**src/hw/rtl/ohlc_pkg.sv**
```systemverilog
// Shared types, codes and constants of the OHLC bar aggregator.
package ohlc_pkg;

   // Configuration register indexes
   localparam logic [1:0] CSR_PERIOD  = 2'd0;
   localparam logic [1:0] CSR_TICK    = 2'd1;
   localparam logic [1:0] CSR_HISTORY = 2'd2;

   localparam int CSR_INDEX_BITS = 2;
   localparam int CSR_DATA_BITS  = 11;

   // Configuration reset values
   localparam logic [10:0] PERIOD_RESET  = 11'd1;
   localparam logic        TICK_RESET    = 1'b0;
   localparam logic [8:0]  HISTORY_RESET = 9'd256;

   // Parameter defaults
   localparam int HISTORY_DEPTH_DEFAULT = 256;
   localparam int PRICE_BITS_DEFAULT    = 32;

   // Opcodes
   localparam logic OP_UPDATE = 1'b0;
   localparam logic OP_READ   = 1'b1;

   // Result status codes
   localparam logic [1:0] ST_NEW    = 2'd0;
   localparam logic [1:0] ST_EXTEND = 2'd1;
   localparam logic [1:0] ST_READ   = 2'd2;
   localparam logic [1:0] ST_RANGE  = 2'd3;

   // Remainder divider: one quotient bit per cycle over the 32-bit time
   localparam int DIV_STEPS = 32;
   localparam int REM_BITS  = 17;

   // Entries of the queue between front and back
   localparam int QUEUE_DEPTH = 2;

   typedef struct packed {
      logic        opcode;
      logic [31:0] bar_time;
      logic [31:0] bar_open;
      logic [31:0] bar_high;
      logic [31:0] bar_low;
      logic [31:0] bar_close;
      logic [7:0]  read_age;
   } req_type;

   typedef struct packed {
      logic [1:0]  status;
      logic [31:0] out_time;
      logic [31:0] out_open;
      logic [31:0] out_high;
      logic [31:0] out_low;
      logic [31:0] out_close;
      logic [8:0]  bar_count;
   } rsp_type;

   // Classified item handed from front to back
   typedef struct packed {
      req_type                req;
      logic [REM_BITS-1:0]    rem;
   } qitem_type;

   typedef struct packed {
      logic      valid;
      qitem_type item;
   } qpush_type;

   typedef struct packed {
      logic empty;
      logic full;
   } qstat_type;

endpackage

```
**src/hw/rtl/ohlc_front.sv**
```systemverilog
// Front end: accepts transactions and works out the time remainder of updates.
module ohlc_front (
   input  logic                clock,
   input  logic                reset,
   input  logic                start,
   output logic                busy,
   input  ohlc_pkg::req_type   req_data,
   input  logic [10:0]         period,
   input  ohlc_pkg::qstat_type q_stat,
   output ohlc_pkg::qpush_type q_push
);

   localparam logic [1:0] F_IDLE = 2'd0;
   localparam logic [1:0] F_DIV  = 2'd1;
   localparam logic [1:0] F_PUSH = 2'd2;

   localparam int RB = ohlc_pkg::REM_BITS;
   localparam int CB = $clog2(ohlc_pkg::DIV_STEPS);

   logic [1:0]          state_ff, state_in;
   ohlc_pkg::req_type   req_ff, req_in;
   logic [RB-1:0]       per_ff, per_in;
   logic [RB-1:0]       rem_ff, rem_in;
   logic [31:0]         dvd_ff, dvd_in;
   logic [CB-1:0]       cnt_ff, cnt_in;
   logic [RB-1:0]       per_calc;
   logic [RB:0]         trial;

   // Period in seconds: minutes times 60 as (p << 6) - (p << 2)
   assign per_calc = RB'({period, 6'b0}) - RB'({period, 2'b0});

   // One restoring step: bring in the next dividend bit, subtract if it fits
   assign trial = {rem_ff, dvd_ff[31]};

   always_comb begin
      state_in = state_ff;
      req_in   = req_ff;
      per_in   = per_ff;
      rem_in   = rem_ff;
      dvd_in   = dvd_ff;
      cnt_in   = cnt_ff;
      q_push.valid     = 1'b0;
      q_push.item.req  = req_ff;
      q_push.item.rem  = rem_ff;
      unique case (state_ff)
         F_IDLE: begin
            if (start) begin
               req_in = req_data;
               per_in = per_calc;
               rem_in = '0;
               dvd_in = req_data.bar_time;
               cnt_in = '0;
               if (req_data.opcode == ohlc_pkg::OP_READ || per_calc == '0) begin
                  state_in = F_PUSH;
               end else begin
                  state_in = F_DIV;
               end
            end
         end
         F_DIV: begin
            if (trial >= {1'b0, per_ff}) begin
               rem_in = RB'(trial - {1'b0, per_ff});
            end else begin
               rem_in = RB'(trial);
            end
            dvd_in = {dvd_ff[30:0], 1'b0};
            cnt_in = cnt_ff + 1'b1;
            if (cnt_ff == CB'(ohlc_pkg::DIV_STEPS - 1)) begin
               state_in = F_PUSH;
            end
         end
         F_PUSH: begin
            // Hold until the queue has room
            if (!q_stat.full) begin
               q_push.valid = 1'b1;
               state_in     = F_IDLE;
            end
         end
         default: begin
            state_in = F_IDLE;
         end
      endcase
   end

   always_ff @(posedge clock) begin
      if (reset) begin
         state_ff <= F_IDLE;
      end else begin
         state_ff <= state_in;
      end
   end

   always_ff @(posedge clock) begin
      req_ff <= req_in;
      per_ff <= per_in;
      rem_ff <= rem_in;
      dvd_ff <= dvd_in;
      cnt_ff <= cnt_in;
   end

   assign busy = (state_ff != F_IDLE);

endmodule

```
**config.mk**
```make
export PLATFORM = sky130hd
export DESIGN_NAME = ohlc_front
export DESIGN_NICKNAME = d
export VERILOG_FILES = /design/src/hw/rtl/ohlc_pkg.sv /design/src/hw/rtl/ohlc_front.sv
export SDC_FILE = /design/constraint.sdc
export NUM_CORES = 1
export LEC_CHECK = 0
export ABC_CLOCK_PERIOD_IN_PS = 7300
export CAP_MARGIN = 20
export CORE_AREA = 3 3 142 144
export CTS_CLUSTER_DIAMETER = 80
export DETAILED_ROUTE_END_ITERATION = 8
export DIE_AREA = 0 0 145 147
export DONT_BUFFER_PORTS = 1
export SLEW_MARGIN = 15
export SYNTH_ARGS = -nofsm -noshare
export SYNTH_HDL_FRONTEND = slang
export SYNTH_SLANG_ARGS = --single-unit
```
**constraint.sdc**
```tcl
create_clock -name clock -period 7.3 [get_ports clock]
set_input_delay 2.19 -clock clock [delete_from_list [all_inputs] [get_ports clock]]
set_output_delay 2.19 -clock clock [all_outputs]
set_load 0.05 [all_outputs]
```
# ---- Word-level counts from Yosys, hierarchy flattened
# Index checks and enable logic that the tools add are counted.
dict set report op_classes {
  n_addsub 3
  order_cmp 1
  n_eq_ne 6
  mux 14
  n_reduce_logical 8
}
# operator count
set op_table {}
lappend op_table {{$pmux 32 s2} 1}
lappend op_table {{$mux 17} 2}
lappend op_table {{$pmux 17 s2} 1}
lappend op_table {{$mux 32} 1}
lappend op_table {{$ge 18x17->1} 1}
lappend op_table {{$logic_not 17->1} 1}
lappend op_table {{$sub 17x13->17} 1}
lappend op_table {{$sub 17x17->17} 1}
lappend op_table {{$pmux 5 s2} 1}
lappend op_table {{$mux 2} 4}
lappend op_table {{$ne 2x2->1 const B} 3}
lappend op_table {{$pmux 2 s3} 1}
lappend op_table {{$add 5x1->5 const B} 1}
lappend op_table {{$eq 5x5->1 const B} 1}
lappend op_table {{$mux 5} 1}
lappend op_table {{$reduce_and 2->1} 2}
lappend op_table {{$reduce_bool 2->1} 2}
lappend op_table {{$reduce_and 3->1} 1}
lappend op_table {{$eq 2x1->1 const B} 1}
lappend op_table {{$eq 2x2->1 const B} 1}
lappend op_table {{$logic_not 2->1} 1}
lappend op_table {{$mux 1} 2}
lappend op_table {{$logic_or 1x1->1} 1}
dict set report word_totals {
  register_bits 242
  input_bits 185
  out_inout_bits 188
}

# ---- Depth between registers and ports, before layout
# Gate-level depths: netlist (run 1).
dict set report logic_depth {
  ltp_word 6
  mapped_depth 12
  mapped_depth_nobuf 11
}

# ---- Least setup slack after synthesis (run 1)
# No wires, ideal clock.
dict set report synth_timing {
  kind {input to register}
  startpoint {input port start}
  endpoint {register per_ff[10], enable pin}
  t_arrival_ns 5.836
  t_required_ns 6.764
  path_slack_ns 0.928
  path_stages 2
  n_path_buf 0
  cell_sequence {nand2_1 inv_1}
}
dict set report synth_between {
  elab_chain_len 1
}
# element line_no
set synth_rtl {}
lappend synth_rtl {{start: declaration} ohlc_front.sv:5} ;# input logic start,
lappend synth_rtl {{$reduce_and 2->1 (no source line)} --}
lappend synth_rtl {{end signal: assignment} ohlc_front.sv:95} ;# per_ff <= per_in;
lappend synth_rtl {{end: declaration} ohlc_front.sv:22} ;# logic [RB-1:0] per_ff, per_in;
# Every way passes these cells.
# A chain may end at the register's enable or synchronous reset.

# ---- Worst setup path after layout (run 1)
dict set report layout_timing {
  startpoint {input port q_stat[0] (netlist bit)}
  endpoint {output port q_push[186] (netlist bit)}
}
dict set report layout_between {
  elab_chain_len 2
}
# element line_no
set layout_rtl {}
lappend layout_rtl {{start: declaration} ohlc_front.sv:9} ;# input ohlc_pkg::qstat_type q_stat,
lappend layout_rtl {{$mux 1} ohlc_front.sv:74} ;# if (!q_stat.full) begin
lappend layout_rtl {{$mux 1} ohlc_front.sv:45} ;# unique case (state_ff)
lappend layout_rtl {{end: declaration} ohlc_front.sv:10} ;# output ohlc_pkg::qpush_type q_push
# Every way passes these cells.

==> results of run 1 <==
-- synthesized netlist by cell type (3+ instances only) --
cell type  number  area [um^2]
edfxtp_1      238         7150
nand2_1       108          405
inv_1          33          124
ha_1           25          313
a21oi_1        24          120
o21ai_0        20          100
nor2_1         17         63.8
nor3_1         15         75.1
clkbuf_1       14         52.6
nand3_1        14         70.1
xnor2_1        12          105
a211oi_1        7         52.6
a21o_1          7         52.6
and2_1          7         43.8
xor2_1          7         61.3
nand2b_1        6         37.5
a31oi_1         4         25.0
and3_1          4         25.0
nor2b_1         4         25.0
nor3b_1         4         30.0
o211ai_1        4         30.0
nand3b_1        3         22.5
nor4_1          3         18.8
-- cells by family (layout without fill, tap and decap cells) --
| group | Yosys count | after routing | synth area share (%) |
|---|---|---|---|
| AO/OA/AOI/OAI | 89 | 89 | 6.29 |
| XOR/XNOR | 19 | 19 | 1.77 |
| multiplexers | 2 | 2 | 0.213 |
| AND/OR/NAND/NOR | 196 | 196 | 9.68 |
| buffers and inverters | 49 | 85 | 1.98 |
| adder cells (fa/ha/maj) | 26 | 26 | 3.54 |
| flip-flops | 240 | 240 | 76.5 |
-- area by class of cell --
type / count / area share (%)
clock buffers: 28 / 6.01
clock inverters: 18 / 2.16
inverters: 33 / 1.22
multi-input cells: 332 / 19.2
flip-flops and latches: 240 / 67.9
well taps: 260 / 3.07
repair buffers: 6 / 0.425
-- per-stage QoR --
step	instances	util, %
after floorplan	621	-
after global placement	870	51.6
after detailed placement	871	51.6
after CTS	917	56.2
after global routing	917	56.2
final	917	56.2
-- report_power, final --
| group | total, W | internal [W] | leakage (nW) | switching, W |
|---|---|---|---|---|
| clock network | 0.00131 | 0.000808 | 0.421 | 0.000501 |
| logic | 0.000329 | 0.000110 | 1.12 | 0.000219 |
| registers | 0.00203 | 0.00168 | 2.32 | 0.000344 |
| total | 0.00366 | 0.00260 | 3.86 | 0.00106 |
-- layer usage --
layer  track usage (%)  wire (um)
met5                 0          0
met4              4.37        282
met3              5.24       1430
met2              35.3      11700
met1              21.1       7840
-- flip-flops by register name, summed over array words and instances, names as in the netlist --
name and flops:
cnt_ff 5, dvd_ff 32, per_ff 15, q_push 169, rem_ff 17, state_ff 2
-- final timing paths --
path | from | to | cells after the start
worst max-delay path | q_stat[0] | q_push[186] | 1
worst min-delay path | dvd_ff[11] | dvd_ff[12] | 2
worst max register to register | rem_ff[1] | rem_ff[10] | 12
worst min register to register | dvd_ff[11] | dvd_ff[12] | 2
-- worst register-to-register path, stage by stage, from the launching register on --
cell and delay, ns:
edfxtp_1 0.72, inv_1 0.10, ha_1 0.25, fa_1 0.41
nor2b_1 0.15, o21ai_1 0.08, a21boi_0 0.31, nor3_1 0.09
o21bai_1 0.41, a41oi_1 0.39, buf_4 0.30, nand2_1 0.21
a211oi_1 0.12
==> metrics.md, run 1 <==
| Metric | Value |
|---|---|
| Starting Density | 49.9% |
| ANT nets after route | 0 |
| CP arrival | ~2.9 ns |
| Power per cell area | 346 nW/um^2 |
| Final setup fails | 0 |
| Placer Congestion | 0.876 |
| Setup WS pre-CTS | ~2.2 ns |
| DIE AREA | between 20000 and 25000 um^2 |
| Inserted Diodes | 0 |
| Clock latency on the worst-skew pair | 0.51 ns |
| Setup TNS | 0 ns |
| Vias in the first global route | ~5k |
| Final net count | around 850 |
| Die X | 145 um |
| DR iter-0 viols | 256 |
| Reg-to-reg slack, setup | between 3 and 4 ns |
| Hold Crit Class | register to register |
| EDFF count, synth | ~240 |
| Clock slew at reported path FFs | roughly 0.060 ns |
| Largest net degree at the start of global routing | 85 |
| Placed cell areas | 9720 um^2 |
| Hold slack final | around 0.51 ns |
| Die Y | 147 um |
| Post-route cell area | 10600 um^2 |
| CP Cell Sequence | nor3b_2 |
| Grt ovf | 0 |
| Tcrit/Tclk final | between 60% and 70% |
| Ports | between 300 and 400 |
| Area grow syn2layout | 12.7% |
| Top FF cell, synth | edfxtp_1 |
| Postcts setup bufs | 0 |
| Layout cells sized above 1 | under 10% |
| Routed length per instance | 23.1 um |
| Post_cts resized | 0 |
| Most frequent cells in the layout | edfxtp_1 (238), nand2_1 (108), inv_1 (32) |
| Row Count | 50 |
| Max_cap viols | 0 |
| Slew Viols, Final | 0 |
| Commonest non-fill, non-tap cell in the layout | edfxtp_1 |
| Yosys reg bits | 240 |
| CP Buf/Inv Count | 0 |
| Synth async-reset ratio | 0% |
| Max FO, Critical Path | 2 |
| Tmin final | between 5 and 6 ns |
| DR vias/cell | 5.56 |
| DRT Wirelength | ~21000 um |
| # clock sinks | between 200 and 250 |
| Clock Tree Buf Depth | 3 |
| Total core area | roughly 19000 um^2 |
| Post-DP HPWL | 16000 um |
| Final hold viol count | 0 |
| Syn nets | about 830 |
| Leak | approximately 3.9 nW |
| Family with the most delay on the worst path | simple AND/OR/NAND/NOR gates |
| Peak VDD IR | about 0.20 mV |
| Status | finished clean |
| CP max-delay cell | nor3b_2 |
| Netlist Area Pre-Place | between 9000 and 10000 um^2 |
| Worst EP required | 5.11 ns |
| Drt first pass iters | 4 |
| H-tree levels | 1 |
| Synthesis Warnings | 0 |
| Root Driver | clkbuf_16 |
| Highest clock rate | ~0.20 GHz |
| Power Total | approximately 0.0037 W |
| First-pass GRT wire length | 30700 um |
| Synth Instances | between 600 and 700 |
| Area occupied by multi-input gates | 2040 um^2 |
| CTS tree | done |
| Fillers | about 1.5k |
| Slowest stage delay, CP | between 0.6 and 0.7 ns |
| Unrepaired setup endpoints after global routing | false |
| Reg area | slightly above 7000 um^2 |
| Setup WS post-layout | 2.25 ns |
| Seq/Total Area, Yosys | 76.5% |
| Via count | 5100 |
| Worst Setup Path Type | input pin to output pin |
| Clock skew | ~0.015 ns |
| Total Routing Usage GR | 18.7% |
| CP startpoint kind | input pin |
| Worst slew pin tran | 1.04 ns |
| CTS Buf Count | 25 |
| Hold-fix buffers, CTS | 0 |
| Worst Setup End Kind | output pin |
| # port buffers | 0 |
| Drt drc | 0 |
| Slew Limit Headroom | between 30% and 40% |
| Initial antenna violation count | 0 |
| Post-synthesis cell type count | 56 |
| Syn avg cell area | between 15 and 20 um^2 |
Note: power is estimated with default switching activity, not from simulation.
==> inputs of run 2 (changes only) <==
--- a/config.mk
+++ b/config.mk
@@ -5,12 +5,12 @@
 export SDC_FILE = /design/constraint.sdc
 export NUM_CORES = 1
 export LEC_CHECK = 0
-export ABC_CLOCK_PERIOD_IN_PS = 7300
+export ABC_CLOCK_PERIOD_IN_PS = 4200
 export CAP_MARGIN = 20
-export CORE_AREA = 3 3 142 144
+export CORE_AREA = 3 3 145 147
 export CTS_CLUSTER_DIAMETER = 80
 export DETAILED_ROUTE_END_ITERATION = 8
-export DIE_AREA = 0 0 145 147
+export DIE_AREA = 0 0 148 150
 export DONT_BUFFER_PORTS = 1
 export SLEW_MARGIN = 15
 export SYNTH_ARGS = -nofsm -noshare
==> constraint.sdc (replaced) <==
create_clock -name clock -period 4.2 [get_ports clock]
set_input_delay 1.26 -clock clock [delete_from_list [all_inputs] [get_ports clock]]
set_output_delay 1.26 -clock clock [all_outputs]
set_load 0.05 [all_outputs]
==> metrics.md, run 2 (synthesis results as in run 1) <==
| Metric | Value |
|---|---|
| Fillers | 1678 (was 1474) |
| Largest register FFs | 169 (unchanged) |
| Comb power frac | 9.4% (was 9.0%) |
| Max_cap viols | 0 (unchanged) |
| Post_cts resized | 0 (unchanged) |
| Ports | 373 (unchanged) |
| Post-DP HPWL | 15900 um (was 16000 um) |
| Setup WS post-layout | 0.768 ns (was 2.25 ns) |
| DIE AREA | 22200 um^2 (was 21300 um^2) |
| CP Cell Sequence | ha_1, and3_1, and4_1, a311oi_1, nand2_1, a211oi_1 (was nor3b_2) |
| Starting Density | 46.9% (was 49.9%) |
| Placed cell areas | 9770 um^2 (was 9720 um^2) |
| CP arrival | 3.73 ns (was 2.86 ns) |
| Postcts setup bufs | 0 (unchanged) |
| Switching share of power | 29.6% (was 29.0%) |
| Clock power share | 33.9% (was 35.7%) |
| Slew Limit Headroom | 23.3% (was 30.9%) |
| Slew Viols, Final | 0 (unchanged) |
| H-tree levels | 1 (unchanged) |
| DR iter-0 viols | 276 (was 256) |
| # clock sinks | 240 (unchanged) |
| Clock slew at reported path FFs | 0.06 ns (about the same) |
| Die Y | 150 um (was 147 um) |
| Routed length per instance | 23.0 um (was 23.1 um) |
| Worst slew pin tran | 1.15 ns (was 1.04 ns) |
| Power Total | 0.00620 W (was 0.00366 W) |
| CP Buf/Inv Count | 0 (unchanged) |
| Final net count | 849 (unchanged) |
| Grt ovf | 0 (unchanged) |
| Seq pwr share | 56.6% (was 55.3%) |
| CP max-delay cell | a311oi_1 (was nor3b_2) |
| Worst Setup Path Type | register to register (was input pin to output pin) |
| DRT Wirelength | 21400 um (was 21200 um) |
| Highest clock rate | roughly 0.3 GHz |
| Final setup fails | 0 (unchanged) |
| Hold Crit Class | register to register (unchanged) |
| Layout cells sized above 1 | 8.54% (was 9.13%) |
| Crit path from | rem_ff[12] (was q_stat[0]) |
| Power per cell area | 586 nW/um^2 (was 346 nW/um^2) |
| CP startpoint kind | register (was input pin) |
| # port buffers | 0 (unchanged) |
| Clock skew | 0.0114 ns (was 0.0152 ns) |
| Internal power | 0.00437 W (was 0.00260 W) |
| Post-route cell area | 10600 um^2 (about the same) |
| Hold-fix buffers, CTS | 0 (unchanged) |
| Commonest non-fill, non-tap cell in the layout | edfxtp_1 (unchanged) |
| Drt first pass iters | 4 (unchanged) |
| Worst EP required | 4.50 ns (was 5.11 ns) |
| Via count | 5122 (was 5100) |
| Drt drc | 0 (unchanged) |
| Tmin final | 3.43 ns |
| Slowest stage delay, CP | 0.84 ns (was 0.67 ns) |
| Clock Tree Buf Depth | 3 (unchanged) |
| Total core area | 20000 um^2 (was 18800 um^2) |
| CTS Buf Count | 24 (was 25) |
| Row Count | 52 (was 50) |
| Hold path start | dvd_ff[7] (was dvd_ff[11]) |
| DR vias/cell | 5.51 (was 5.56) |
| Largest net degree at the start of global routing | 184 (was 85) |
| Clock latency on the worst-skew pair | 0.50 ns (was 0.51 ns) |
| Setup WS pre-CTS | 0.678 ns (was 2.24 ns) |
| Reg area | 7190 um^2 (unchanged) |
| Family with the most delay on the worst path | compound AO/OA/AOI/OAI gates (was simple AND/OR/NAND/NOR gates) |
| Max FO, Critical Path | 7 (was 2) |
| Area occupied by multi-input gates | 2050 um^2 (was 2040 um^2) |
| Origin of the critical flop-to-flop path | rem_ff[12] (was rem_ff[1]) |
| Unrepaired setup endpoints after global routing | false (unchanged) |
| Die X | 148 um (was 145 um) |
| Placer Congestion | 0.878 (was 0.876) |
| Net Sw Power | 0.00184 W (was 0.00106 W) |
| Area grow syn2layout | 12.6% (was 12.7%) |
| Worst Setup End Kind | register (was output pin) |
| First-pass GRT wire length | 30300 um (was 30700 um) |
| ANT nets after route | 0 (unchanged) |
| Leak | 3.83 nW (was 3.86 nW) |
| Reg-to-reg slack, setup | 0.77 ns (was 3.48 ns) |
| Status | finished clean (unchanged) |
| Root Driver | clkbuf_16 (unchanged) |
| Final hold viol count | 0 (unchanged) |
| Tcrit/Tclk final | 81.7% |
| Total Routing Usage GR | 17.7% (was 18.7%) |
| Peak VDD IR | 0.309 mV (was 0.199 mV) |
| Final core utilization | 52.8% (was 56.2%) |
| CTS tree | done (unchanged) |
| Vias in the first global route | 4985 (was 5010) |
| Initial antenna violation count | 5 (was 0) |
| Most frequent cells in the layout | edfxtp_1 (238), nand2_1 (107), inv_1 (32) (was edfxtp_1 (238), nand2_1 (108), inv_1 (32)) |
[run 2: cell count changes in the layout (fill, tap and decap cells not counted), moves of 2 or more]
cell,before,now
clkinv_4,0,2
diode_2,0,4
clkinv_1,1,5
clkinv_2,7,2
bufinv_16,5,3
inv_6,3,1
[run 2: power groups by stage]
stage / combinational (W) / sequential, W / clock, W
after global placement: 0.000571 / 0.00356 / 0
after CTS: 0.000590 / 0.00352 / 0.00217
final: 0.000586 / 0.00351 / 0.00210
after global routing: 0.000659 / 0.00353 / 0.00228
after floorplan: 0.000450 / 0.00354 / 0
after detailed placement: 0.000587 / 0.00357 / 0
[run 2: worst paths after layout]
path	endpoint	cells after the start
setup reg to reg	rem_ff[10]	6
hold / removal	dvd_ff[8]	2
hold reg to reg	dvd_ff[8]	2
setup / recovery	rem_ff[10]	6
[run 2: cell type report]
| class | instances | share of cell area [%] |
|---|---|---|
| Antenna cell | 4 | 0.0946 |
| Sequential cell | 240 | 68.0 |
| Multi-Input combinational cell | 332 | 19.4 |
| Clock inverter | 17 | 1.74 |
| Timing Repair Buffer | 7 | 0.615 |
| Clock buffer | 27 | 5.78 |
| Tap cell | 270 | 3.19 |
| Inverter | 33 | 1.21 |
[run 2: per-layer routing]
metal / track usage (%) / routed length [um]
met5: 0 / 7
met4: 5.54 / 316
met3: 4.69 / 1670
met2: 31.9 / 11600
met1: 20.7 / 7760
[run 2: metrics by stage]
stage | cells | TNS [ns] | hold slack [ns]
floorplan | 621 | -42.03 | 0.484
global placement | 882 | 0 | 0.489
detailed placement | 882 | 0 | 0.499
CTS | 926 | 0 | 0.515
global route | 930 | 0 | 0.534
finish | 930 | 0 | 0.509
[run 2: worst register-to-register path, delay by kind of cell, from the launching register on]
family | cells | cell delay (ns)
compound gates | 2 | 1.17
fa+ha+maj | 1 | 0.49
flops | 1 | 0.65
simple gates | 3 | 0.92
