### src/hw/rtl/ohlc_pkg.sv
// Shared types, codes and constants of the OHLC bar aggregator.
package ohlc_pkg;

   // Configuration register indexes
   localparam logic [1:0] CSR_PERIOD  = 2'd0;
   localparam logic [1:0] CSR_TICK    = 2'd1;
   localparam logic [1:0] CSR_HISTORY = 2'd2;

   localparam int CSR_INDEX_BITS = 2;
   localparam int CSR_DATA_BITS  = 11;

   // Configuration reset values
   localparam logic [10:0] PERIOD_RESET  = 11'd1;
   localparam logic        TICK_RESET    = 1'b0;
   localparam logic [8:0]  HISTORY_RESET = 9'd256;

   // Parameter defaults
   localparam int HISTORY_DEPTH_DEFAULT = 256;
   localparam int PRICE_BITS_DEFAULT    = 32;

   // Opcodes
   localparam logic OP_UPDATE = 1'b0;
   localparam logic OP_READ   = 1'b1;

   // Result status codes
   localparam logic [1:0] ST_NEW    = 2'd0;
   localparam logic [1:0] ST_EXTEND = 2'd1;
   localparam logic [1:0] ST_READ   = 2'd2;
   localparam logic [1:0] ST_RANGE  = 2'd3;

   // Remainder divider: one quotient bit per cycle over the 32-bit time
   localparam int DIV_STEPS = 32;
   localparam int REM_BITS  = 17;

   // Entries of the queue between front and back
   localparam int QUEUE_DEPTH = 2;

   typedef struct packed {
      logic        opcode;
      logic [31:0] bar_time;
      logic [31:0] bar_open;
      logic [31:0] bar_high;
      logic [31:0] bar_low;
      logic [31:0] bar_close;
      logic [7:0]  read_age;
   } req_type;

   typedef struct packed {
      logic [1:0]  status;
      logic [31:0] out_time;
      logic [31:0] out_open;
      logic [31:0] out_high;
      logic [31:0] out_low;
      logic [31:0] out_close;
      logic [8:0]  bar_count;
   } rsp_type;

   // Classified item handed from front to back
   typedef struct packed {
      req_type                req;
      logic [REM_BITS-1:0]    rem;
   } qitem_type;

   typedef struct packed {
      logic      valid;
      qitem_type item;
   } qpush_type;

   typedef struct packed {
      logic empty;
      logic full;
   } qstat_type;

endpackage

### src/hw/rtl/ohlc_queue.sv
// Short queue of classified items between front and back.
module ohlc_queue (
   input  logic                 clock,
   input  logic                 reset,
   input  ohlc_pkg::qpush_type  q_push,
   input  logic                 pop,
   output ohlc_pkg::qitem_type  head,
   output ohlc_pkg::qstat_type  q_stat
);

   localparam int DEPTH = ohlc_pkg::QUEUE_DEPTH;
   localparam int PB    = (DEPTH > 1) ? $clog2(DEPTH) : 1;
   localparam int NB    = $clog2(DEPTH + 1);

   ohlc_pkg::qitem_type entry_ff [DEPTH];
   logic [PB-1:0]       wr_ptr_ff, wr_ptr_in;
   logic [PB-1:0]       rd_ptr_ff, rd_ptr_in;
   logic [NB-1:0]       fill_ff, fill_in;
   logic                do_push, do_pop;

   assign q_stat.empty = (fill_ff == '0);
   assign q_stat.full  = (fill_ff == NB'(DEPTH));
   assign do_push      = q_push.valid && !q_stat.full;
   assign do_pop       = pop && !q_stat.empty;
   assign head         = entry_ff[rd_ptr_ff];

   // Advance pointers with wrap at the queue depth
   always_comb begin
      wr_ptr_in = wr_ptr_ff;
      rd_ptr_in = rd_ptr_ff;
      fill_in   = fill_ff;
      if (do_push) begin
         wr_ptr_in = (wr_ptr_ff == PB'(DEPTH - 1)) ? '0 : wr_ptr_ff + 1'b1;
      end
      if (do_pop) begin
         rd_ptr_in = (rd_ptr_ff == PB'(DEPTH - 1)) ? '0 : rd_ptr_ff + 1'b1;
      end
      if (do_push && !do_pop) begin
         fill_in = fill_ff + 1'b1;
      end else if (do_pop && !do_push) begin
         fill_in = fill_ff - 1'b1;
      end
   end

   always_ff @(posedge clock) begin
      if (reset) begin
         wr_ptr_ff <= '0;
         rd_ptr_ff <= '0;
         fill_ff   <= '0;
      end else begin
         wr_ptr_ff <= wr_ptr_in;
         rd_ptr_ff <= rd_ptr_in;
         fill_ff   <= fill_in;
      end
   end

   always_ff @(posedge clock) begin
      if (do_push) begin
         entry_ff[wr_ptr_ff] <= q_push.item;
      end
   end

endmodule

### config.mk
export PLATFORM = sky130hd
export DESIGN_NAME = ohlc_queue
export DESIGN_NICKNAME = d
export VERILOG_FILES = /design/src/hw/rtl/ohlc_pkg.sv /design/src/hw/rtl/ohlc_queue.sv
export SDC_FILE = /design/constraint.sdc
export NUM_CORES = 1
export LEC_CHECK = 0
export ABC_AREA = 1
export BUFFER_PORTS_ARGS = -buffer_cell sky130_fd_sc_hd__buf_2
export CORE_MARGIN = 4
export CORE_UTILIZATION = 57
export DETAILED_ROUTE_END_ITERATION = 12
export PLACE_DENSITY = 0.84
export SLEW_MARGIN = 20
export SYNTH_ARGS = -nofsm -noshare
export SYNTH_HDL_FRONTEND = slang
export SYNTH_SLANG_ARGS = --single-unit
### constraint.sdc
create_clock -name clock -period 18.5 [get_ports clock]
set_clock_uncertainty 0.1 [all_clocks]
set_input_delay 0.925 -clock clock [delete_from_list [all_inputs] [get_ports clock]]
set_output_delay 0.925 -clock clock [all_outputs]
set_load 0.05 [all_outputs]
Word level (Yosys, flattened, before mapping)
Memory sizes are Yosys's and may differ from the RTL's. A register that Yosys moved wholly into a read port is not among the register bits.
Cells that the tools add are included.
Operators by class
  $add $sub $neg: 4
  eq/ne operators: 1
  muxes and demuxes: 8
  reductions and logical operators: 10
Operator list (count)
  $mux W1: 6
  $logic_and A1 B1 Y1: 4
  $logic_not A1 Y1: 4
  $mux W2: 2
  $add A1 B1 Y1 const B: 2
  $add A2 B1 Y2 const B: 1
  $eq A2 B2 Y1 const B: 1
  $logic_not A2 Y1: 1
  $reduce_bool A2 Y1: 1
  $sub A2 B1 Y2 const B: 1
Word-level totals
  bits in registers: 4
  bits in writable memories: 372
  word-level logic and storage cells: 27
  memories kept: 1
Memories
  entry_ff: depth 2, bits a word 186, read ports 1, clocked after memory_dff 1, write ports 1, line ohlc_queue.sv:15  | ohlc_pkg::qitem_type entry_ff [DEPTH];

Longest topological paths before layout
Gate-level depths: netlist of run 1.
  word-level depth: 7
  gate-level depth with buffers: 10
  gate-level depth less buffers: 10

Worst setup path after synthesis of run 1
OpenSTA, ideal clock, no wires.
  path kind: in2reg
  from: input q_push[186] in the netlist's numbering
  to: memory entry_ff[0][0] in the netlist's numbering (enable)
  library setup time: 736 ps
  data arrival time: 8793 ps
  slack: 8871 ps
  stages: 2
  cell sequence: o21ai_0 nor2_1
On the way
  word-level cells in the longest chain between the ends: 3
Ends and longest elaborated chain
  start, declared: line ohlc_queue.sv:5  | input ohlc_pkg::qpush_type q_push,
  $logic_and A1 B1 Y1: line ohlc_queue.sv:23  | assign do_push = q_push.valid && !q_stat.full;
  $mux W1: line ohlc_queue.sv:58  | if (do_push) begin
  $mux W1 (implied by the code): line ohlc_queue.sv:59  | entry_ff[wr_ptr_ff] <= q_push.item;
  end, declared: line ohlc_queue.sv:15
No other way between the ends.

==> results of run 1 <==
through the flow:
stage	setup slack, ns	cells
floorplan	8.87	616
global placement	15.05	1303
detailed placement	15.02	1303
CTS	14.49	1370
global route	14.33	1375
finish	14.42	1376
cells by family after synthesis:
logic type | synth area share, %
adder cells (fa/ha/maj) | 0.0878
AND/OR/NAND/NOR | 0.465
multiplexers | 18.4
AO/OA/AOI/OAI | 0.211
flip-flops | 79.1
buffers and inverters | 1.72
state kept, by name, summed over array words and instances (netlist names), named ones only:
name	count
fill_ff	2
entry_ff	372
wr_ptr_ff	1
rd_ptr_ff	1
worst max-delay path by stage:
stage                      to  slack [ns]
3_3_place_gp         head[21]       15.05
3_5_place_dp          head[6]       15.02
6_report             head[21]       14.42
2_1_floorplan  entry_ff[0][0]        8.87
4_1_cts               head[6]       14.49
5_1_grt               head[6]       14.33
placed cells by master, fill, tap and decap left out, drive strengths merged:
master,netlist,layout
clkbuf,0,51
and2,1,1
nand2,4,4
nand3,1,1
clkinv,0,13
nor2,9,9
inv,9,10
edfxtp,372,372
clkinvlp,0,1
a21oi,1,1
dfxtp,5,5
mux2,186,186
o21ai,5,5
diode,0,6
ha,1,1
buf,21,384
bufinv,0,1
nand4,1,1
layout make-up:
| type | instances | area, sq um |
|---|---|---|
| sequential | 377 | 11300 |
| fill | 1501 | 6910 |
| multi-input combinational | 209 | 2740 |
| timing repair buffer | 384 | 1950 |
| clock buffer | 51 | 1020 |
| tap | 324 | 405 |
| clock inverter | 16 | 106 |
| inverter | 9 | 33.8 |
| antenna | 6 | 15.0 |
report_power, final:
part           internal (mW)  switching [mW]
clock                  0.401           0.291
sequential              1.08          0.0450
combinational          0.277           0.640
tightest hold or removal path, delay by kind of cell (launching register included):
family | cells | cell delay [ns]
flops | 1 | 0.34
simple gates | 2 | 0.16
layer usage:
layer	track usage, %	share of wire [%]	vias to the layer above
met4	9.04	4.3	6
met1	21.4	34	3501
met3	5.71	7.5	82
met2	36.7	54	301
met5	0	0.16	-
li1	-	-	3241
==> metrics.txt, run 1 <==
class of the worst hold path register to register; Worst Setup Start Kind register; Final GP Congestion ~0.8; top-count cell post-synth edfxtp_1; clock transition at the registers of the reported paths 0.06 ns; Reg2Reg Depth 4; Die H 166 um; Post-synth top cells edfxtp_1, mux2_4, mux2_2, buf_6; Reg-to-Reg Start fill_ff[0]; Post-synth top flop edfxtp_1; post-layout util between 70% and 80%; Synth area leaders edfxtp_1, mux2_4, mux2_2; Initial Utilization 58.2%; Post-synth ARST share 0%; final setup fails 0; Setup CP Type register to primary output; Crit path depth 3; Total Power 2.74 mW; row cnt 57; post-synth top area cell edfxtp_1; slowest CP cell dfxtp_4; CP bufs+invs 2; die area 0.0276 sq mm; Worst-Margin Slew 1.14 ns; vias in the first global route 7604; placed cell areas around 0.016 sq mm; # hold bufs at CTS 0; leak pwr 6.85 nW; CTS Buf Count 37; CP endpoint kind primary output; relative slew slack around 24%; worst hold slack 0.444 ns; synth unique cells 15; post-DP HPWL 19700 um; first-pass GRT wire length 42700 um; Layout area overhead 23.2%; RSZ-0062 raised after global routing false; yosys synthesis warning count 0; critical hold path startpoint wr_ptr_ff; DR vias 7131; Worst Path Max Fanout 139; largest net degree at the start of global routing 140; syn nets ~810; Post-Layout Inst Area 0.0176 sq mm; r2r endpoint entry_ff[0][100]; worst-skew pair later-pin latency just over 0.5 ns; Achievable Freq 245 MHz; period utilization 22.0%; synthesized area about 0.014 sq mm; Post-CTS Repair Setup Buffers 0; Worst Hold Depth 2; total congestion overflow 0; R2R Setup Slk 15.60 ns; fin crit period roughly 4 ns; fraction of layout cells with a size suffix above 1 59.4%; I/O Pins 378; CTS resizes 0; worst stage delay on the critical path 0.86 ns; pwr/cell area 156 mW/mm^2; final setup TNS 0 ns; Global Route Usage Sum around a fifth; Initial DRC Count approximately 550; MaxCap Viol Count 0; H-Tree Depth 2; Worst Path Arrival 3.05 ns; max-slew violations 0; post-synthesis sequential area ratio 79.1%; clk sink count 377; Yosys reg bits 377; WL final 28700 um; CP top delay family buffers and inverters; core footprint 0.0245 sq mm; Synth top area share about four fifths; crit-path cells buf_12 > mux2_2 > buf_2; Final ANT Viol Nets 0; initial antenna violation count 9; Layout Nets 1209; Avg WL per Cell 20.9 um; Post-synth EDFFs 372; Port Buffers 377; status finished clean; clk buf depth 3; vias per cell 5.18; Pre-antenna DRT Iters 4; gate count of the mapped netlist 616; Die X 166 um; Synth Area per Inst 23.1 sq um; detailed-route DRC error count 0; hold endpoint wr_ptr_ff; CTS tree done; critical path data required time approximately 17 ns; VDD IR max around 140 uV; Final Hold Viols 0; root buffer cell clkbuf_16
(Power assumes the default switching activity.)
==> inputs of run 2 (changes only) <==
--- a/config.mk
+++ b/config.mk
@@ -5,12 +5,12 @@
 export SDC_FILE = /design/constraint.sdc
 export NUM_CORES = 1
 export LEC_CHECK = 0
-export ABC_AREA = 1
+export ABC_AREA = 0
 export BUFFER_PORTS_ARGS = -buffer_cell sky130_fd_sc_hd__buf_2
 export CORE_MARGIN = 4
-export CORE_UTILIZATION = 57
+export CORE_UTILIZATION = 52
 export DETAILED_ROUTE_END_ITERATION = 12
-export PLACE_DENSITY = 0.84
+export PLACE_DENSITY = 0.78
 export SLEW_MARGIN = 20
 export SYNTH_ARGS = -nofsm -noshare
 export SYNTH_HDL_FRONTEND = slang
==> constraint.sdc (replaced) <==
create_clock -name clock -period 3.8 [get_ports clock]
set_clock_uncertainty 0.1 [all_clocks]
set_input_delay 0.19 -clock clock [delete_from_list [all_inputs] [get_ports clock]]
set_output_delay 0.19 -clock clock [all_outputs]
set_load 0.05 [all_outputs]
==> metrics.txt, run 2 <==
Comb pwr share 36.8%; worst hold slack 0.00876 ns; Avg WL per Cell 21.2 um; Final Hold Viols 0; crit-path cells buf_4 > mux2_2 > buf_2; first-pass GRT wire length about 51000 um; clock transition at the registers of the reported paths 0.06 ns; I/O Pins between 300 and 400; commonest non-fill, non-tap cell in the layout buf_2; detailed-route DRC error count 0; CP endpoint kind primary output; Psw around 5.4 mW; period utilization between 70 and 80%; core footprint ~0.027 sq mm; Port Buffers 377; DR vias 8050; Layout area overhead 39.0%; class of the worst hold path input pin to register; slowest CP cell dfxtp_4; VDD IR max ~800 uV; cell-internal power around 9.2 mW; Worst Hold Depth 4; worst stage delay on the critical path ~0.97 ns; Post-synth EDFFs 372; Reg with most FFs entry_ff; Synth top area share 78.6%; largest net degree at the start of global routing 57; final setup fails 0; Final ANT Viol Nets 0; Reg2Reg Depth 4; vias in the first global route between 8000 and 9000; Yosys reg bits about 380; post-synth top area cell edfxtp_1; Initial DRC Count between 400 and 500; Initial Utilization 52.8%; fraction of layout cells with a size suffix above 1 52.2%; WL final 33600 um; yosys synthesis warning count 0; CP top delay family flip-flops; clk sink count 377; Global Route Usage Sum between 20 and 25%; Reg-to-Reg Start fill_ff[0]; Die X 173 um; MaxCap Viol Count 0; RSZ-0062 raised after global routing false; status finished clean; H-Tree Depth 2; Worst Setup Start Kind register; worst-skew pair later-pin latency 0.50 ns; Post-synth top flop edfxtp_1; Clock power frac 25.7%; CTS tree done; Synth Area per Inst 23.5 sq um; post-synthesis sequential area ratio 79.3%; Post-synth top cells edfxtp_1, mux2_4, mux2_2, buf_6; total congestion overflow 0; placed cell areas ~0.017 sq mm; r2r endpoint entry_ff[0][159]; commonest non-fill, non-tap cells in the layout buf_2, edfxtp_1, dlygate4sd3_1; Die H 173 um; synthesized area between 0.01 and 0.015 sq mm; Synth area leaders edfxtp_1, mux2_4, mux2_2; leak pwr 7.76 nW; CP bufs+invs 2; syn nets 795; critical path data required time 3.51 ns; max reg flops 372; gate count of the mapped netlist 604; filler cell count 1530; Layout Nets 1400; Largest regs entry_ff (372), fill_ff (2); R2R Setup Slk 1.49 ns; die area 0.0301 sq mm; Worst Path Arrival 2.49 ns; Post-synth ARST share 0%; row cnt 60; Total Power around 15 mW; Worst-Margin Slew 0.946 ns; top-count cell post-synth edfxtp_1; clk buf depth 3; Achievable Freq 360 MHz; Final GP Congestion 0.766; Setup CP Type register to primary output; max-slew violations 0; Net Sw Frac 36.8%; CTS Buf Count 39; post-DP HPWL about 20000 um; relative slew slack 36.9%; pwr/cell area 739 mW/mm^2; Post-Layout Inst Area 0.0198 sq mm; hold endpoint wr_ptr_ff; root buffer cell clkbuf_16; final setup TNS 0 ns; initial antenna violation count 6; synth unique cells 15; Post-CTS Repair Setup Buffers 0; Pre-antenna DRT Iters 4; Seq pwr share 37.5%; Worst Path Max Fanout 47; fin crit period 2.78 ns; critical hold path startpoint q_push[186]; vias per cell 5.08
run 2: how the worst max path moves through the flow:
stage	slack (ns)	start	endpoint	cells past startpoint
floorplan	-0.34	fill_ff[1]	entry_ff[0][0]	3
global placement	1.57	fill_ff[1]	entry_ff[0][158]	4
detailed placement	1.51	fill_ff[1]	entry_ff[0][158]	4
CTS	0.99	register	head[15]	3
global route	0.92	register	head[18]	3
finish	1.02	register	head[5]	3
run 2: cells by family after synthesis:
logic type / synth area share (%)
fa+ha+maj: 0.0880
flops: 79.3
buf+inv: 1.54
simple gates: 0.326
compound gates: 0.176
mux: 18.4
xor+xnor: 0.185
run 2: worst register-to-register path, cell delays in order (launching register included):
cell        delay (ns)
dfxtp_2           0.41
nor2b_4           0.07
or3_4             0.39
clkinvlp_4        0.54
buf_4             0.47
run 2: metrics by stage:
| stage | cells | util (%) | setup WS [ns] |
|---|---|---|---|
| 3_5_place_dp | 1322 | 61.6 | 1.51 |
| 4_1_cts | 1579 | 73.3 | 0.993 |
| 5_1_grt | 1585 | 73.3 | 0.916 |
| 3_3_place_gp | 1322 | 61.6 | 1.57 |
| 6_report | 1586 | 73.4 | 1.02 |
| 2_1_floorplan | 604 | - | -0.339 |
run 2: area by class of cell:
type / instances / area, sq um / area share, %
Clock inverter: 23 / 216 / 1.09
Antenna cell: 7 / 17.5 / 0.0886
Multi-Input combinational cell: 204 / 2740 / 13.9
Timing Repair Buffer: 585 / 4030 / 20.4
Tap cell: 341 / 427 / 2.16
Clock buffer: 47 / 1050 / 5.30
Sequential cell: 377 / 11300 / 57.0
Inverter: 2 / 11.3 / 0.0570
run 2: timing repair:
item,4_1_cts,5_1_grt
hold buffers,187,0
hold endpoints to repair,377,0
gates resized for setup,0,0
run 2: routing by layer:
layer  wire (um)  vias up  track usage, %
met5           0        -               0
met4        1530        0            10.5
met3        1990       91            4.62
met2       18300      328            40.2
met1       11700     3999            23.5
li1            -     3632               -
run 2: power by group through the flow:
stage	logic [mW]	registers, mW	clock network [mW]
after global routing	5.57	5.53	4.00
final	5.38	5.48	3.75
after CTS	5.38	5.47	3.79
after floorplan	4.24	5.47	0
after global placement	5.16	5.51	0
after detailed placement	5.20	5.55	0
==> inputs of run 3 (changes only) <==
--- a/config.mk
+++ b/config.mk
@@ -8,9 +8,9 @@
 export ABC_AREA = 0
 export BUFFER_PORTS_ARGS = -buffer_cell sky130_fd_sc_hd__buf_2
 export CORE_MARGIN = 4
-export CORE_UTILIZATION = 52
+export CORE_UTILIZATION = 47
 export DETAILED_ROUTE_END_ITERATION = 12
-export PLACE_DENSITY = 0.78
+export PLACE_DENSITY = 0.74
 export SLEW_MARGIN = 20
 export SYNTH_ARGS = -nofsm -noshare
 export SYNTH_HDL_FRONTEND = slang
==> constraint.sdc (replaced) <==
create_clock -name clock -period 2.4 [get_ports clock]
set_clock_uncertainty 0.1 [all_clocks]
set_input_delay 0.12 -clock clock [delete_from_list [all_inputs] [get_ports clock]]
set_output_delay 0.12 -clock clock [all_outputs]
set_load 0.05 [all_outputs]
==> metrics.txt, run 3 (synthesized netlist as in run 2, its figures left out) <==
Multi-input gate area between 0.002 and 0.003 sq mm; core footprint 0.0297 sq mm; fraction of layout cells with a size suffix above 1 52.2%; post-layout util roughly 67%; initial antenna violation count 2; worst stage delay on the critical path 0.51 ns; Port Buffers about 380; first-pass GRT wire length 48900 um; largest net degree at the start of global routing between 70 and 80; DR vias 7948; setup ws final 0.160 ns; Post-CTS Repair Setup Buffers 0; status finished clean; Reg2Reg Depth 4; Post-Place Cells 1376; root buffer cell clkbuf_16; fin crit period 2.24 ns; detailed-route DRC error count 0; Final Hold Viols 0; Worst-Margin Slew 0.548 ns; CTS tree done; Total Power roughly 23 mW; H-Tree Depth 2; final setup TNS 0 ns; final setup fails 0; Reg-to-Reg Start fill_ff[1]; MaxCap Viol Count 0; period utilization 93.3%; total congestion overflow 0; post-DP HPWL approximately 20000 um; Avg WL per Cell 19.9 um; vias per cell 4.87; clk buf depth 3; Pre-antenna DRT Iters 6; vias in the first global route between 8000 and 9000; critical path data required time 2.18 ns; max reg flops roughly 370; Layout Nets 1406; RSZ-0062 raised after global routing false; commonest non-fill, non-tap cells in the layout buf_2, edfxtp_1, dlygate4sd3_1; VDD IR max 834 uV; Worst Path Arrival about 2.0 ns; Worst Path Max Fanout 49; pwr/cell area approximately 1200 mW/mm^2; Reg area 0.0113 sq mm; commonest non-fill, non-tap cell in the layout buf_2; GR Util met3 4.73%; Setup CP Type register to primary output; Crit path depth 3; Die H 182 um; M2 GR Usage 35.2%; Final ANT Viol Nets 0; crit-path cells buf_12 > mux2_4 > buf_2; leak pwr 7.80 nW; die area 0.0331 sq mm; worst-skew pair later-pin latency about 0.5 ns; CP top delay family buffers and inverters; Achievable Freq 446 MHz; Initial Utilization 47.9%; Worst Setup Start Kind register; Initial DRC Count about 460; max-slew violations 0; Largest regs entry_ff (372), fill_ff (2); relative slew slack between 60% and 70%; filler cell count 1908; Most Used Layer, Global Route met2; grt met1 use 21.3%; R2R Setup Slk 0.46 ns; crit path to head[96]; clk sink count 377; Layout area overhead 40.1%; r2r endpoint entry_ff[0][86]; slowest CP cell dfxtp_4; WL final 32600 um; I/O Pins approximately 380; Reg with most FFs entry_ff; CP bufs+invs 2; CP endpoint kind primary output; Final GP Congestion 0.745; Die X 182 um; Post-Place Worst Slack 0.508 ns; row cnt 63; class of the worst hold path input pin to register; Global Route Usage Sum 19.0%; clock transition at the registers of the reported paths 0.06 ns; Layout Cells excl Fill 1633; CTS Buf Count 38
-- run 3: cell types whose count changed in the layout (fill, tap and decap cells not counted), sizes merged --
cell         previous run  this run
clkinvlp                3         2
diode                   7         2
clkinv                 15        11
dlygate4sd3           187       189
buf                   398       403
bufinv                  4         5
-- run 3: cell type report --
class                           count  area share [%]
Tap cell                          390            2.45
Antenna cell                        2          0.0251
Multi-Input combinational cell    204            13.8
Timing Repair Buffer              592            20.9
Sequential cell                   377            56.6
Clock buffer                       47            5.05
Clock inverter                     19            1.13
Inverter                            2          0.0565
-- run 3: timing repair --
action	4_1_cts	5_1_grt
gates resized for setup	0	0
hold buffers	189	0
hold endpoints to repair	377	0
-- run 3: worst min-delay path by stage --
stage / slack (ns) / end / start / cells past startpoint
after detailed placement: 0.21 / entry_ff[0][49] / q_push[49] / 1
after floorplan: 0.08 / fill_ff[1] / reset / 1
after CTS: 0.20 / entry_ff[0][177] / q_push[177] / 2
after global routing: 0.21 / entry_ff[0][180] / q_push[180] / 2
final: 0.23 / entry_ff[0][181] / q_push[181] / 2
after global placement: 0.21 / entry_ff[0][49] / q_push[49] / 1
-- run 3: power by group --
part,switching [mW],total [mW],leakage (nW),internal (mW)
clock,2.34,5.85,0.600,3.52
sequential,0.269,8.54,3.52,8.27
combinational,5.83,8.69,3.69,2.86
total,8.44,23.1,7.80,14.6
-- run 3: through the flow --
stage               hold slack [ns]  cell area, sq um
floorplan                    0.0817             14200
global placement              0.207             16800
detailed placement            0.211             16800
CTS                           0.199             19900
global route                  0.214             19900
finish                        0.227             19900
-- run 3: layer usage --
metal / wire, um / share of wire [%] / vias to the layer above
met5: 0 / 0 / -
met4: 1080 / 3.3 / 0
met3: 2320 / 7.1 / 80
met2: 17300 / 53 / 341
met1: 11900 / 37 / 3894
li1: - / - / 3633
